### config.mk
export PLATFORM = sky130hd
export DESIGN_NAME = lrn_fifo
export DESIGN_NICKNAME = d
export VERILOG_FILES = /design/src/hdl/lrn_fifo.sv
export SDC_FILE = /design/constraint.sdc
export NUM_CORES = 1
export LEC_CHECK = 0
export BUFFER_PORTS_ARGS = -buffer_cell sky130_fd_sc_hd__buf_4
export CAP_MARGIN = 20
export CORE_MARGIN = 4
export CORE_UTILIZATION = 52
export CTS_CLUSTER_SIZE = 14
export DETAILED_ROUTE_END_ITERATION = 16
export PLACE_DENSITY = 0.73
export SLEW_MARGIN = 10
export SYNTH_ARGS = -nofsm -noshare
export SYNTH_HDL_FRONTEND = slang
export SYNTH_SLANG_ARGS = --single-unit
export TNS_END_PERCENT = 30
### constraint.sdc
create_clock -name aclk -period 3.45 [get_ports aclk]
set_clock_uncertainty 0.1 [all_clocks]
set_input_delay 0.5175 -clock aclk [delete_from_list [all_inputs] [get_ports aclk]]
set_output_delay 0.5175 -clock aclk [all_outputs]
set_load 0.005 [all_outputs]
### src/hdl/lrn_fifo.sv
module lrn_fifo #(
    parameter int WIDTH = 8,
    parameter int DEPTH = 4
) (
    input  logic             aclk,
    input  logic             aresetn,
    input  logic             wr_en,
    input  logic [WIDTH-1:0] wr_data,
    output logic             full,
    input  logic             rd_en,
    output logic [WIDTH-1:0] rd_data,
    output logic             not_empty
);
    localparam int PW = (DEPTH > 1) ? $clog2(DEPTH) : 1;
    localparam int CW = $clog2(DEPTH + 1);

    logic [WIDTH-1:0] mem_reg [DEPTH];
    logic [PW-1:0]    wr_ptr_reg, rd_ptr_reg;
    logic [CW-1:0]    count_reg;
    logic             do_wr, do_rd;

    assign full      = (count_reg == CW'(DEPTH));
    assign not_empty = (count_reg != '0);
    assign do_wr     = wr_en && !full;
    assign do_rd     = rd_en && not_empty;
    assign rd_data   = mem_reg[rd_ptr_reg];

    always_ff @(posedge aclk) begin
        if (!aresetn) begin
            wr_ptr_reg <= '0;
            rd_ptr_reg <= '0;
            count_reg  <= '0;
        end else begin
            if (do_wr) begin
                wr_ptr_reg <= (wr_ptr_reg == PW'(DEPTH - 1)) ? '0 : wr_ptr_reg + 1'b1;
            end
            if (do_rd) begin
                rd_ptr_reg <= (rd_ptr_reg == PW'(DEPTH - 1)) ? '0 : rd_ptr_reg + 1'b1;
            end
            if (do_wr && !do_rd) begin
                count_reg <= count_reg + 1'b1;
            end else if (do_rd && !do_wr) begin
                count_reg <= count_reg - 1'b1;
            end
        end
    end

    always_ff @(posedge aclk) begin
        if (do_wr) begin
            mem_reg[wr_ptr_reg] <= wr_data;
        end
    end

endmodule

After elaboration in Yosys (flattened, before gate mapping):

Memory sizes are Yosys's and may differ from the RTL's. A register that Yosys moved wholly into a read port is not among the register bits.
Cells that the tools add are included.

* bits of input ports: 12
* memories kept: 1
* latch bits: 0
* bits in read-only memories: 0
* flip-flop bits (word level): 7
* RAM bits: 32

* shifts and indexed selects: 0
* bitwise logic cells: 0
* div/mod/pow operators: 0
* add/subtract/negate cells: 4
* multiply operators: 0
* equality and inequality tests: 3
* magnitude comparators: 0
* reduce and logical (&&, ||, !) cells: 9
* muxes and demuxes: 8

Memory list
* mem_reg: depth 4, bits a word 8, rd ports 1, clocked after Yosys merged registers in 1, write ports 1, RTL line 17 `logic [WIDTH-1:0] mem_reg [DEPTH];`

Operators with widths (count)
* $mux 2: 4
* $mux 3: 2
* $add 2x1->2 const B: 2
* $eq 2x2->1 const B: 2
* $logic_and 1x1->1: 4
* $add 3x1->3 const B: 1
* $eq 3x3->1 const B: 1
* $logic_not 1->1: 3
* $reduce_bool 3->1: 1
* $sub 3x1->3 const B: 1
* $mux 1: 2
* $reduce_bool 2->1: 1

Longest topological paths before layout:

Gate-level depths: netlist (run 1).

* depth after elaboration: 7
* depth in mapped cells: 9
* depth with buffers taken out: 8

Worst setup path after synthesis (run 1):

Ideal clock, no wire load.

* path type: register to register
* start point: reg count_reg[0]
* end point: reg count_reg[2]
* buffers on the path: 0
* stages on the path, launching flop included: 8
* arrival: 2.014 ns
* setup slack: 1.261 ns
* clock period less this slack: 2.189 ns
* path through: dfxtp_1 > o31ai_1 > ha_1 > inv_1 > fa_1 > xor2_1 > or3_1 > a21boi_0

* cells in the longest elaborated chain, start to end: 6
* elaborated cells between the ends (all ways): 14
* those cells by class: 2 x add/sub; 1 x eq/ne; 2 x mux; 9 x reduce/logical

RTL lines
* start: declaration: RTL line 19 `logic [CW-1:0] count_reg;`
* start signal: assignment: RTL line 41 `count_reg <= count_reg + 1'b1;`
* start signal: assignment: RTL line 43 `count_reg <= count_reg - 1'b1;`
* parallel branches: the longest is 6 deep, another holds $sub 3x1->3

Parallel ways; which one is timed is not known. The select of a mux whose other input is x is not followed.
A chain may end at the register's enable or synchronous reset.

Worst setup path in the final report (run 1):

Same ends and word-level chain as after synthesis.

==> results of run 1 <==
-- report_power, final --
group	internal [mW]	total, mW	switching (mW)
sequential	0.608	0.673	0.0654
clock	0.151	0.300	0.149
combinational	0.200	0.329	0.129
-- area by class of cell --
cell class	instances	area share (%)
inverter	3	0.5917
sequential	41	59.96
tap	44	2.893
timing repair buffer	21	8.284
clock inverter	2	1.775
multi-input combinational	45	24.33
clock buffer	6	2.170
-- path summary, 6_finish.rpt --
path / from / endpoint / depth (start not counted)
max: count_reg[0] / count_reg[2] / 7
min: wr_data[7] / mem_reg[1][7] / 1
max reg2reg: count_reg[0] / count_reg[2] / 7
min reg2reg: wr_ptr_reg[1] / wr_ptr_reg[1] / 2
-- synthesized netlist by cell type (all sizes together) --
cell type | n | area [sq um]
dfxtp | 9 | 180.2
o21ai | 3 | 15.01
nor2b | 2 | 12.51
xnor2 | 1 | 8.760
nor3b | 1 | 12.51
clkbuf | 1 | 3.750
fa | 1 | 20.02
xor2 | 1 | 8.760
mux4 | 8 | 180.2
ha | 6 | 75.07
mux2i | 3 | 30.03
or3 | 2 | 13.77
o31ai | 1 | 7.510
buf | 3 | 13.76
nand3 | 2 | 10.01
nor2 | 2 | 7.510
edfxtp | 32 | 960.9
nand2 | 6 | 22.52
a21boi | 1 | 7.510
inv | 3 | 11.26
and2 | 5 | 31.28
-- per-layer routing --
| layer | global-route usage [%] | vias to the layer above |
|---|---|---|
| li1 | - | 397 |
| met1 | 15.09 | 408 |
| met2 | 25.94 | 21 |
| met3 | 5.975 | 6 |
| met4 | 7.278 | 0 |
| met5 | 0 | - |
-- through the flow --
stage          power (mW)  hold slack [ps]  cell area [sq um]
2_1_floorplan      0.8786            367.7               1633
3_3_place_gp        1.006            384.4               1828
3_5_place_dp        1.020            404.0               1828
4_1_cts             1.319            253.7               1903
5_1_grt             1.385            235.4               1903
6_report            1.302            263.2               1903
-- worst max-delay path, cell delays in order, from the launching register on --
cell and delay (ps):
dfxtp_1 390, o31ai_1 550, ha_1 300, inv_1 60
fa_1 390, xor2_1 160, or3_1 300, a21boi_0 160
-- logic make-up (layout without fill, tap and decap cells) --
logic type	count (synthesis)	after routing
AND/OR/NAND/NOR	20	20
flip-flops	41	41
XOR/XNOR	2	2
multiplexers	11	11
adder cells (fa/ha/maj)	7	7
buffers and inverters	7	32
AO/OA/AOI/OAI	5	5
==> impl_metrics.toml, run 1 <==
[sta]
hold_viol = 0
layout_setup_ws_ps = 963.6
rsz0062_at_grt = "false"
min_period_ps = 2486
fin_tns_setup_ps = 0
fin_crit_sh_pct = 72.07
worst_pin_slew_ps = 584.0
maxSlewHeadroom_pct = 60.73
maxSlewViolCount = 0
fmax_mhz = 402.2
finalSetupViolCount = 0

[layout]
register_area_sq_mm = 0.001141
antenna_cells = 0
multiInputGateArea_sq_um = 462.9
nNetsFinal = 136
area_growth_pct = 16.55
drive_above_1_share_pct = 31.36
layout_common_cells = "edfxtp_1 (32), buf_4 (21), dfxtp_1 (9)"
largest_reg_flops = 32
final_core_util_pct = 62.85
layout_commonest_cell = "edfxtp_1"
fill_cells = 221
instances_no_fill = 162

[routing]
wirelength_um = 2618
route.vias.total = 832
topRoutingLayerUsed = "met4"
dr_wl_met2_um = 1355
wl_met3_um = 171
dr.first_iter.drc_count = 36
drt-met1-wl_um = 1033
route.detailed.drc = 0
wl_per_cell_um = 16.16
ant_nets = 0
dr.pass1.iters = 4
vias_per_cell = 5.136

[floorplan]
die_w_um = 64.04
chipHeight_um = 64.04
io_pins = 22
rows = 20
coreArea_sq_mm = 0.003028
die-area_sq_mm = 0.004100
start_util_pct = 53.93

[clocking]
cts_setup_buffers = 0
clk_latency_ps = 340
cts_tree = "yes"
cts-root-buf = "clkbuf_4"
cts_buffer_depth = 2
cts_made_buffers = 5
cts_sinks = 41
hold_buffers = 0
path_clk_slew_ps = 120
cts_resized = 0
cts_htree_levels = 2

[global_routing]
grt_pass1_vias = 893
grt_max_degree = 13
grt_antenna_before_repair = 0
grt_overflow = 0
grt_usage_pct = 14.80
grt_pass1_wl_um = 4271

[critical_path]
arrival_ps = 2670
cp_data_required_time_ps = 3630
r2r_setup_slack_ps = 960
worst_setup_path_end_kind = "flop"
cp-start-kind = "flop"
worstSetupPathType = "reg -> reg"
crit_fanout = 5

[hold_path]
worstHoldPathType = "in -> reg"

[synthesis]
synth-warning-count = 0
yosysSeqAreaShare_pct = 69.89
syn_area_per_cell_sq_um = 17.56
synthAdderAreaFrac_pct = 5.824
ys_seq_elements = 41
synth-compound-area-share_pct = 1.839
synthesis.area_sq_mm = 0.001633
synth_xor_area_share_pct = 1.073
muxShareOfSynthArea_pct = 12.87
syn_inst = 93
synth_fp_nets = 112
synth-simple-area-share_pct = 6.743
synth_top_family_by_area = "multiplexers"
ys_types = 23

[power_and_ir_drop]
leakage_nw = 0.6917
powerDensity_mw_per_mm2 = 684.0
irDropWorstVdd_mv = 0.4167

[place]
io_buffers = 21
gp_congestion = 0.6749
dpl_worst_slack_ps = 920.9
dp_hpwl_um = 1894
dp.cells = 154

[run]
cap_violations = 0

[run_status]
status = "finished, final reports clean"
No activity file was read; power rests on OpenSTA's default activity.
==> run 2: changes to the inputs <==
--- a/config.mk
+++ b/config.mk
@@ -8,10 +8,10 @@
 export BUFFER_PORTS_ARGS = -buffer_cell sky130_fd_sc_hd__buf_4
 export CAP_MARGIN = 20
 export CORE_MARGIN = 4
-export CORE_UTILIZATION = 52
+export CORE_UTILIZATION = 50
 export CTS_CLUSTER_SIZE = 14
 export DETAILED_ROUTE_END_ITERATION = 16
-export PLACE_DENSITY = 0.73
+export PLACE_DENSITY = 0.74
 export SLEW_MARGIN = 10
 export SYNTH_ARGS = -nofsm -noshare
 export SYNTH_HDL_FRONTEND = slang
==> constraint.sdc (replaced) <==
create_clock -name aclk -period 2.2 [get_ports aclk]
set_clock_uncertainty 0.1 [all_clocks]
set_input_delay 0.33 -clock aclk [delete_from_list [all_inputs] [get_ports aclk]]
set_output_delay 0.33 -clock aclk [all_outputs]
set_load 0.005 [all_outputs]
==> impl_metrics.toml, run 2 (synthesis results as in run 1) <==
[global_routing]
grt_pass1_wl_um = 4160
grt_usage_pct = 14.06
grt_overflow = 0
grt_max_degree = 14
grt_antenna_before_repair = 0
grt_pass1_vias = 843

[place]
dp_hpwl_um = 1821
io_buffers = 21
gp_congestion = 0.6645
dp.cells = 158

[floorplan]
start_util_pct = 53.05
chipHeight_um = 65.15
rows = 20
coreArea_sq_mm = 0.003078
die-area_sq_mm = 0.004244
io_pins = 22
die_w_um = 65.15

[layout]
drive_above_1_share_pct = 39.84
area_growth_pct = 20.61
instances_no_fill = 167
layout_commonest_cell = "edfxtp_1"
layout_common_cells = "edfxtp_1 (32), buf_4 (26), mux4_2 (8)"
nNetsFinal = 141
largest_reg_flops = 32
antenna_cells = 0

[sta]
hold_viol = 0
fin_tns_setup_ps = 0
maxSlewViolCount = 0
maxSlewHeadroom_pct = 70.74
finalSetupViolCount = 0
rsz0062_at_grt = "false"
min_period_ps = 2051
fin_crit_sh_pct = 93.21
fmax_mhz = 487.7
worst_pin_slew_ps = 438.9

[routing]
topRoutingLayerUsed = "met4"
dr_wl_met2_um = 1447
wl_per_cell_um = 15.80
ant_nets = 0
wirelength_um = 2639
route.vias.total = 840
wl_met3_um = 120
drt-met1-wl_um = 1032
dr.first_iter.drc_count = 26
vias_per_cell = 5.030
route.detailed.drc = 0
dr.pass1.iters = 3

[clocking]
cts_buffer_depth = 2
cts_htree_levels = 2
clk_latency_ps = 340
cts_sinks = 41
cts_tree = "yes"
cts-root-buf = "clkbuf_4"
path_clk_slew_ps = 120
cts_made_buffers = 5
hold_buffers = 0

[critical_path]
crit_fanout = 5
worstSetupPathType = "reg -> reg"
cp-start-kind = "flop"
rr_worst_depth = 7
worst_setup_path_end_kind = "flop"
cp_data_required_time_ps = 2380
arrival_ps = 2230

[run]
cap_violations = 0

[hold_path]
worstHoldPathType = "in -> reg"
min_path_cells = 1

[power_and_ir_drop]
power.internal_mw = 1.553
p_comb_share_pct = 28.7
report.power.total_mw = 2.118
irDropWorstVdd_mv = 0.5087
powerDensity_mw_per_mm2 = 1076
leakage_nw = 0.7179
p_sw_share_pct = 26.69
clkPwrFrac_pct = 22.2
switchingPower_mw = 0.5654
power_frac_seq_pct = 49.0

[run_status]
status = "finished, final reports clean"
run 2: final cells by class:
cell class,count,area [sq um]
clock buffers,5,37.54
clock inverters,3,41.29
fillers,224,1109
inverters,3,11.26
multi-input cells,45,481.7
flip-flops and latches,41,1147
well taps,44,55.05
repair buffers,26,195.2
run 2: metrics by stage:
stage,util (%),hold WS (ps),setup WS [ps],cell area (sq um)
3_3_place_gp,60.37,388.6,128.1,1858
4_1_cts,63.09,64.42,34.66,1942
5_1_grt,63.98,41.97,2.726,1969
6_report,63.98,81.83,149.3,1969
2_1_floorplan,-,328.9,10.55,1633
3_5_place_dp,60.37,393.5,-17.33,1858
run 2: metal layers:
layer	track usage [%]	up-vias
li1	-	408
met1	15.07	409
met2	24.90	18
met3	5.983	5
met4	4.663	0
met5	0	-
run 2: path summary, 6_finish.rpt:
| check | slack, ps | endpoint | startpoint |
|---|---|---|---|
| setup / recovery | 150 | count_reg[2] | count_reg[1] |
| hold / removal | 80 | mem_reg[3][2] | wr_data[2] |
| setup reg to reg | 150 | count_reg[2] | count_reg[1] |
| hold reg to reg | 400 | wr_ptr_reg[1] | wr_ptr_reg[1] |
run 2: power by group through the flow:
| stage | logic, mW | clock network (mW) | registers, mW |
|---|---|---|---|
| 2_1_floorplan | 0.364 | 0 | 1.01 |
| 3_3_place_gp | 0.574 | 0 | 1.03 |
| 3_5_place_dp | 0.592 | 0 | 1.04 |
| 4_1_cts | 0.598 | 0.487 | 1.03 |
| 5_1_grt | 0.675 | 0.524 | 1.05 |
| 6_report | 0.609 | 0.471 | 1.04 |
run 2: repair_timing:
item                       4_1_cts  5_1_grt
setup buffers                    0        1
pin swaps                        0        2
resized for setup                1        8
setup endpoints to repair        1        1
run 2: critical path: stages, from the launching register on:
cell,delay [ps]
dfxtp_2,380
o31ai_4,280
ha_2,220
inv_1,50
fa_1,370
xor2_1,160
or3_1,310
a21boi_1,110
