## src/hdl/lrn_pkg.sv

```systemverilog
package lrn_pkg;

    localparam int SUM_BITS    = 37;
    localparam int CFG_BITS    = 32;
    localparam int CFG_IDX_W   = 2;
    localparam int QUEUE_DEPTH = 4;

    localparam logic [SUM_BITS-1:0] SUM_MAX  = '1;
    localparam logic [31:0]         NORM_MAX = 32'hFFFF_FFFF;

    typedef enum logic [CFG_IDX_W-1:0] {
        REG_RADIUS = 2'd0,
        REG_BIAS   = 2'd1,
        REG_ALPHA  = 2'd2,
        REG_BETA   = 2'd3
    } cfg_reg_t;

    typedef struct packed {
        logic [3:0]  radius;
        logic [31:0] bias;
        logic [31:0] alpha;
        logic [15:0] beta;
    } lrn_cfg_t;

    typedef struct packed {
        logic last;
        logic sum_clip;
    } job_flags_t;

endpackage

```

## src/hdl/lrn_front.sv

```systemverilog
module lrn_front #(
    parameter int MAX_RADIUS  = 8,
    parameter int SAMPLE_BITS = 16
) (
    input  logic                          aclk,
    input  logic                          aresetn,
    input  lrn_pkg::lrn_cfg_t             cfg,
    input  logic                          radius_wr,
    input  logic                          in_valid,
    output logic                          in_ready,
    input  logic signed [SAMPLE_BITS-1:0] in_sample,
    input  logic                          in_end,
    output logic                          job_valid,
    input  logic                          job_space,
    output logic signed [SAMPLE_BITS-1:0] job_sample,
    output logic [lrn_pkg::SUM_BITS-1:0]  job_sum,
    output lrn_pkg::job_flags_t           job_flags
);
    import lrn_pkg::*;

    localparam int WIN   = 2 * MAX_RADIUS + 1;
    localparam int IW    = $clog2(WIN);
    localparam int RW    = $clog2(MAX_RADIUS + 1);
    localparam int SQ_W  = 2 * SAMPLE_BITS;
    localparam int ACC_W = SQ_W + $clog2(WIN + 1);
    localparam int CW    = (ACC_W > SUM_BITS) ? ACC_W : SUM_BITS;

    typedef enum logic [2:0] {
        ST_RUN   = 3'b001,
        ST_FLUSH = 3'b010,
        ST_RESUM = 3'b100
    } front_state_t;

    front_state_t                 state_reg, state_next;
    logic signed [SAMPLE_BITS-1:0] win_reg [WIN];
    logic signed [SAMPLE_BITS-1:0] win_next [WIN];
    logic signed [SAMPLE_BITS-1:0] win_sh [WIN];
    logic [SQ_W-1:0]              sq_reg [WIN];
    logic [SQ_W-1:0]              sq_next [WIN];
    logic [SQ_W-1:0]              sq_sh [WIN];
    logic [ACC_W-1:0]             sum_reg, sum_next;
    logic [4:0]                   count_reg, count_next;
    logic [4:0]                   f_reg, f_next;
    logic [IW-1:0]                rs_idx_reg, rs_idx_next;

    logic [RW-1:0]                r_eff;
    logic [IW-1:0]                two_r, rd_idx;
    logic signed [SAMPLE_BITS-1:0] push_val;
    logic signed [SQ_W-1:0]       sq_s;
    logic [SQ_W-1:0]              sq_rd;
    logic [ACC_W-1:0]             sum_step;
    logic [CW-1:0]                sum_c;
    logic [4:0]                   count_inc;
    logic                         step, emit, last;

    // clamp the radius to what the window holds
    assign r_eff  = ({1'b0, cfg.radius} > 5'(MAX_RADIUS)) ? RW'(MAX_RADIUS) : RW'(cfg.radius);
    assign two_r  = IW'({r_eff, 1'b0});
    assign rd_idx = (state_reg == ST_RESUM) ? rs_idx_reg : two_r;
    assign sq_rd  = sq_reg[rd_idx];

    assign push_val = (state_reg == ST_RUN) ? in_sample : '0;
    assign sq_s     = push_val * push_val;
    assign sum_step = sum_reg + ACC_W'($unsigned(sq_s)) - ACC_W'(sq_rd);

    always_comb begin
        win_sh[0] = push_val;
        sq_sh[0]  = $unsigned(sq_s);
        for (int k = 1; k < WIN; k++) begin
            win_sh[k] = win_reg[k-1];
            sq_sh[k]  = sq_reg[k-1];
        end
    end

    assign count_inc = (count_reg == 5'd31) ? count_reg : count_reg + 5'd1;
    assign in_ready  = (state_reg == ST_RUN) && job_space;
    assign step      = ((state_reg == ST_RUN) && in_valid && job_space) ||
                       ((state_reg == ST_FLUSH) && job_space);

    always_comb begin
        if (state_reg == ST_RUN) begin
            emit = count_inc > 5'(r_eff);
            last = in_end && (r_eff == '0);
        end else begin
            emit = ({1'b0, count_reg} + {1'b0, f_reg}) > 6'(r_eff);
            last = (f_reg == 5'(r_eff));
        end
    end

    // saturate the sum of squares to its field width
    assign sum_c              = CW'(sum_step);
    assign job_valid          = step && emit && (state_reg != ST_RESUM);
    assign job_sample         = win_sh[IW'(r_eff)];
    assign job_flags.sum_clip = sum_c > CW'(SUM_MAX);
    assign job_flags.last     = last;
    assign job_sum            = job_flags.sum_clip ? SUM_MAX : sum_c[SUM_BITS-1:0];

    always_comb begin
        state_next  = state_reg;
        win_next    = win_reg;
        sq_next     = sq_reg;
        sum_next    = sum_reg;
        count_next  = count_reg;
        f_next      = f_reg;
        rs_idx_next = rs_idx_reg;
        if (radius_wr) begin
            state_next  = ST_RESUM;
            rs_idx_next = '0;
            sum_next    = '0;
        end else begin
            unique case (state_reg)
                ST_RESUM: begin
                    if (rs_idx_reg <= two_r) begin
                        sum_next = sum_reg + ACC_W'(sq_rd);
                    end
                    rs_idx_next = rs_idx_reg + 1'b1;
                    if (rs_idx_reg == IW'(WIN - 1)) begin
                        state_next = ST_RUN;
                    end
                end
                ST_RUN, ST_FLUSH: begin
                    if (step) begin
                        win_next = win_sh;
                        sq_next  = sq_sh;
                        sum_next = sum_step;
                        if (state_reg == ST_RUN) begin
                            count_next = count_inc;
                            if (in_end && r_eff != '0) begin
                                state_next = ST_FLUSH;
                                f_next     = 5'd1;
                            end
                        end else begin
                            f_next = f_reg + 5'd1;
                        end
                        // end of vector: clear the window
                        if (last) begin
                            state_next = ST_RUN;
                            count_next = '0;
                            sum_next   = '0;
                            for (int k = 0; k < WIN; k++) begin
                                win_next[k] = '0;
                                sq_next[k]  = '0;
                            end
                        end
                    end
                end
                default: state_next = ST_RUN;
            endcase
        end
    end

    always_ff @(posedge aclk) begin
        if (!aresetn) begin
            state_reg  <= ST_RUN;
            sum_reg    <= '0;
            count_reg  <= '0;
            f_reg      <= '0;
            rs_idx_reg <= '0;
            for (int k = 0; k < WIN; k++) begin
                win_reg[k] <= '0;
                sq_reg[k]  <= '0;
            end
        end else begin
            state_reg  <= state_next;
            sum_reg    <= sum_next;
            count_reg  <= count_next;
            f_reg      <= f_next;
            rs_idx_reg <= rs_idx_next;
            win_reg    <= win_next;
            sq_reg     <= sq_next;
        end
    end

endmodule

```

## config.mk

```make
export PLATFORM = sky130hd
export DESIGN_NAME = lrn_front
export DESIGN_NICKNAME = d
export VERILOG_FILES = /design/src/hdl/lrn_pkg.sv /design/src/hdl/lrn_front.sv
export SDC_FILE = /design/constraint.sdc
export NUM_CORES = 2
export LEC_CHECK = 0
export BUFFER_PORTS_ARGS = -buffer_cell sky130_fd_sc_hd__buf_2
export CAP_MARGIN = 40
export CELL_PAD_IN_SITES_DETAIL_PLACEMENT = 1
export CELL_PAD_IN_SITES_GLOBAL_PLACEMENT = 1
export CORE_MARGIN = 5
export CORE_UTILIZATION = 51
export CTS_CLUSTER_DIAMETER = 150
export DETAILED_ROUTE_END_ITERATION = 8
export PLACE_DENSITY = 0.82
export SLEW_MARGIN = 10
export SYNTH_ARGS = -nofsm -noshare
export SYNTH_HDL_FRONTEND = slang
export SYNTH_SLANG_ARGS = --single-unit
```

## constraint.sdc

```tcl
create_clock -name aclk -period 31.3 [get_ports aclk]
set_input_delay 3.13 -clock aclk [delete_from_list [all_inputs] [get_ports aclk]]
set_output_delay 3.13 -clock aclk [all_outputs]
set_load 0.05 [all_outputs]
```

Yosys cells after proc, flatten, opt, wreduce, memory -nomap -nowiden
Index checks and enable logic that the tools add are counted.

storage, ports and cells
  bits in registers = 855
  input port bits = 106
  output and inout bits = 57
  word-level logic and storage cells = 126

operators by class
  bitwise logic cells = 4
  $add $sub $neg = 7
  magnitude comparators = 7
  $mul = 1
  reductions and logical operators = 21
  eq/ne operators = 17
  muxes and demuxes = 30

operators with widths
  kind                                                              number
  544-bit 2-to-1 mux                                                1
  272-bit 2-to-1 mux                                                1
  32-bit binary-select mux with 5-bit select                        1
  37-bit 2-to-1 mux                                                 4
  16-bit binary-select mux with 5-bit select                        1
  37-bit by 32-bit adder with 37-bit output                         2
  37-bit one-hot mux with 2 select lines                            1
  32-bit 2-to-1 mux                                                 2
  16-bit 2-to-1 mux                                                 3
  37-bit greater-than comparator (second input constant)            1
  37-bit by 32-bit subtractor with 37-bit output                    1
  16-bit by 16-bit multiplier with 32-bit output                    1
  5-bit 2-to-1 mux                                                  6
  3-bit 2-to-1 mux                                                  6
  4-bit AND reduction                                               4
  5-bit by 1-bit adder with 5-bit output (second input constant)    3
  6-bit >= comparator (second input constant)                       2
  3-bit != test (second input constant)                             4
  5-bit == test (second input constant)                             2
  1-bit logical AND                                                 8
  4-bit != test (second input constant)                             2
  5-bit by 5-bit adder with 6-bit output                            1
  6-bit by 4-bit greater-than comparator with 1-bit output          1
  2-bit by 1-bit != test with 1-bit output (second input constant)  3
  21 further kinds                                                  26

Depth between registers and ports, before layout
  word-level depth = 11
  depth in mapped cells = 38
  gate-level depth less buffers = 36

Worst setup path before layout
Ideal clock, no wire load.

  path kind = input to output
  from = input in_sample[15]
  to = output job_sum[34] (netlist bit)
  stages = 33
  buffers on the path = 2
  path slack = 16.578 ns
  data arrival time = 11.592 ns
  cell sequence = nand2_2 -> inv_1 -> buf_1 -> nand2_1 -> inv_1 -> fa_1 -> inv_1 -> fa_1 -> inv_1 -> fa_1 -> fa_1 -> fa_1 -> inv_1 -> fa_1 -> inv_1 -> ha_1 -> a21o_1 -> a21o_1 -> a2111oi_4 -> o221ai_1 -> a21oi_2 -> a21oi_1 -> or4_1 -> nand4_1 -> fa_1 -> ha_1 -> clkdlybuf4s15_1 -> nand3_1 -> nor3_1 -> o211ai_1 -> nand2_1 -> a31oi_1 -> xnor2_1

on the way
  word-level cells in the longest chain between the ends = 6

ends and longest elaborated chain
  what                                                line             RTL
  start, declared                                     lrn_front.sv:11  input logic signed [SAMPLE_BITS-1:0] in_sample,
  16-bit 2-to-1 mux (*)                               lrn_front.sv:62  assign push_val = (state_reg == ST_RUN) ? in_sample : '0;
  16-bit by 16-bit multiplier with 32-bit output (*)  lrn_front.sv:63  assign sq_s = push_val * push_val;
  37-bit by 32-bit adder with 37-bit output (*)       lrn_front.sv:64  assign sum_step = sum_reg + ACC_W'($unsigned(sq_s)) - ACC_W'(sq_rd);
  37-bit by 32-bit subtractor with 37-bit output (*)  lrn_front.sv:64
  37-bit greater-than comparator                      lrn_front.sv:94  assign job_flags.sum_clip = sum_c > CW'(SUM_MAX);
  37-bit 2-to-1 mux (*)                               lrn_front.sv:96  assign job_sum = job_flags.sum_clip ? SUM_MAX : sum_c[SUM_BITS-1:0];
  end, declared                                       lrn_front.sv:16  output logic [lrn_pkg::SUM_BITS-1:0] job_sum,

Every way passes the cells marked *; elsewhere a longest branch is shown, timed or not.

Worst setup path after layout
  from = input in_sample[15]
  to = output job_sum[35] (netlist bit)

Same word-level chain as after synthesis.

==> impl_metrics.yaml <==
clock_network:
  cts_tree: "yes"
  numClockSinks: 718
  root_buffer: "clkbuf_16"
  htreeDepth: 3
  cts_resized: 0
  cts_setup_buffers: 0
  clock_latency_ns: 0.65
  cts_buffer_depth: 3
  clk_pin_slew_ns: 0.05
  numCtsBuffers: 81
  cts_hold_buf: 0
timing:
  period_share_pct: 52.9
  finalMaxSlewViolations: 0
  hold_viol_final: 0
  max_slew.worst_pin.slew_ns: 1.25
  fin_worst_skew_ns: 0.0332
  layout_min_cycle_time_ns: 16.56
  holdWs_ns: 0.462
  max-slew-margin-rel_pct: 16.4
  setup_viol: 0
  fin_setup_tns_ns: 0
  rsz0062_at_grt: "no"
  fmax_ghz: 0.0604
die:
  pin_count: 163
  rows: 112
  die_h_um: 316
  initial_utilization_pct: 51.3
  die-area_um2: 100000
  core_um2: 93200
  fp.dieW_um: 316
hold_path:
  hold_end: "win_reg[159]"
  whs_path_depth: 2
  hold_start: "win_reg[159]"
  min_path_type: "flip-flop to flip-flop"
placement:
  hpwl_um: 96000
  io_buffers: 81
  gp_congestion: 0.894
  placed_area_um2: 48600
yosys:
  yosys.area_share.simple_pct: 20.7
  synthAdderAreaFrac_pct: 15.9
  ys_ff_latch: 718
  async_flop_share_pct: 0
  synth_area_leaders: "dfxtp_1, fa_1, nand2_1, nand3_1, a21boi_0"
  yosysMostFrequentCell: "nand2_1"
  syn_inst: 5743
  synth_top_family_by_area: "simple AND/OR/NAND/NOR gates"
  synth_compound_area_share_pct: 19.3
  synth_area_um2: 47800
  yosysTopAreaCell: "dfxtp_1"
  yosysWarnings: 0
  yosys.cell_types.count: 103
  syn_avg_cell_area_um2: 8.33
  synth_xor_xnor_area_share_pct: 2.07
  seq_area_frac_synth_pct: 30.1
  synth_mux_area_share_pct: 4.46
  synthFlopType: "dfxtp_1"
  synth_edf_count: 0
  synth.top_cell.area_share_pct: 30.1
  synth_common_cells: "nand2_1, nand3_1, dfxtp_1, a21boi_0, inv_1"
  syn_nets: 6296
setup_path:
  critical-path-slowest-cell: "xor2_1"
  crit_required_ns: 28.17
  cp_slowest_stage_delay_ns: 0.71
  path_max_fanout: 17
  reg2reg_to: "sum_reg[35]"
  cp-end-kind: "output pin"
  crit_top_cell: "fa_1"
  reg2reg_from: "state_reg[0]"
  setup.worst_path.start_class: "input pin"
  cp_data_arrival_time_ns: 13.43
  r2r_slack_ns: 19.82
  r2r_cells: 31
  path_class: "input pin to output pin"
drt:
  post_drt_wl_per_cell_um: 21.6
  dr.pass1.iters: 5
  vias: 41300
  route.detailed.drc: 0
  ant_nets: 0
  drt_wl_total_um: 147000
  via_per_inst: 6.08
  drt_iter0_drc: 3065
global_route:
  antenna_found_initial: 1
  grt_max_degree: 246
  grt_pass1_vias: 43000
  grt_overflow: 0
  grtUsageTotal_pct: 28.8
  grt_pass1_wl_um: 235000
final_layout:
  largest_reg_flops: 527
  final_area_um2: 51300
  syn_to_final_growth_pct: 7.34
  multi_input_area_um2: 30000
  nets: 6037
  ff_latch_area_um2: 14400
  fillers: 11100
  insertedDiodeCount: 0
  layout-drive-gt1-share_pct: 7.45
outcome:
  status: "complete, no violations"
job:
  drv_cap: 0
[cell usage in the layout, fill, tap and decap left out, drive strengths merged, types with 19 or more instances in the layout]
| master | count |
|---|---|
| a211o | 30 |
| a211oi | 30 |
| a21boi | 636 |
| a21o | 58 |
| a21oi | 126 |
| a221oi | 24 |
| a22o | 19 |
| a22oi | 24 |
| a311oi | 35 |
| a31oi | 27 |
| and2 | 27 |
| and3 | 85 |
| buf | 147 |
| clkbuf | 115 |
| dfxtp | 718 |
| fa | 269 |
| ha | 178 |
| inv | 381 |
| mux2i | 67 |
| mux4 | 64 |
| nand2 | 1074 |
| nand2b | 23 |
| nand3 | 777 |
| nor2 | 102 |
| nor2b | 40 |
| nor3 | 22 |
| o21ai | 108 |
| o22ai | 28 |
| xnor2 | 61 |
| xor2 | 52 |
[how the worst max path moves through the flow]
stage | depth (start not counted) | to | from | slack [ns]
floorplan | 33 | job_sum[34] | in_sample[15] | 16.58
global placement | 33 | job_sum[35] | in_sample[15] | 15.12
detailed placement | 33 | job_sum[35] | in_sample[15] | 14.96
CTS | 33 | job_sum[35] | in_sample[15] | 14.91
global route | 33 | job_sum[35] | in_sample[15] | 14.32
finish | 33 | job_sum[35] | in_sample[15] | 14.74
[layout make-up]
type,instances,share of cell area (%)
clock inverters,28,0.709
well taps,1254,3.06
clock buffers,115,4.65
repair buffers,147,2.28
inverters,380,2.78
flip-flops and latches,718,28.0
multi-input cells,4156,58.5
[stage by stage]
| step | setup WS [ns] | utilization [%] | cells |
|---|---|---|---|
| after floorplan | 16.58 | - | 5743 |
| after global placement | 15.12 | 51.8 | 6633 |
| after detailed placement | 14.96 | 52.1 | 6655 |
| after CTS | 14.91 | 55.1 | 6798 |
| after global routing | 14.32 | 55.1 | 6798 |
| final | 14.74 | 55.1 | 6798 |
[routing by layer]
metal  part of all wire (%)  routed length (um)  global-route usage, %
met5                      0                   0                      0
met4                    4.3                6320                   11.2
met1                     42               62200                   36.8
met2                     49               72100                   50.1
met3                    4.3                6360                   3.50
[cell families (layout without fill, tap and decap cells)]
family / after synthesis / after routing
AOI/OAI and AO/OA: 1258 / 1258
other: 1 / 1
DFF: 718 / 718
buffers and inverters: 869 / 670
muxes: 133 / 133
and+or+nand+nor: 2204 / 2204
adders and majority gates: 447 / 447
xor gates and xnor gates: 113 / 113
[critical path: cells and delay by family]
family / cells / cell delay (ns)
xor+xnor: 1 / 0.71
fa+ha+maj: 9 / 4.30
compound gates: 4 / 1.47
buf+inv: 8 / 1.52
simple gates: 11 / 2.27
Power is not shown: default switching activity piles up to over one toggle a cycle in this logic, so the estimate is an artifact.
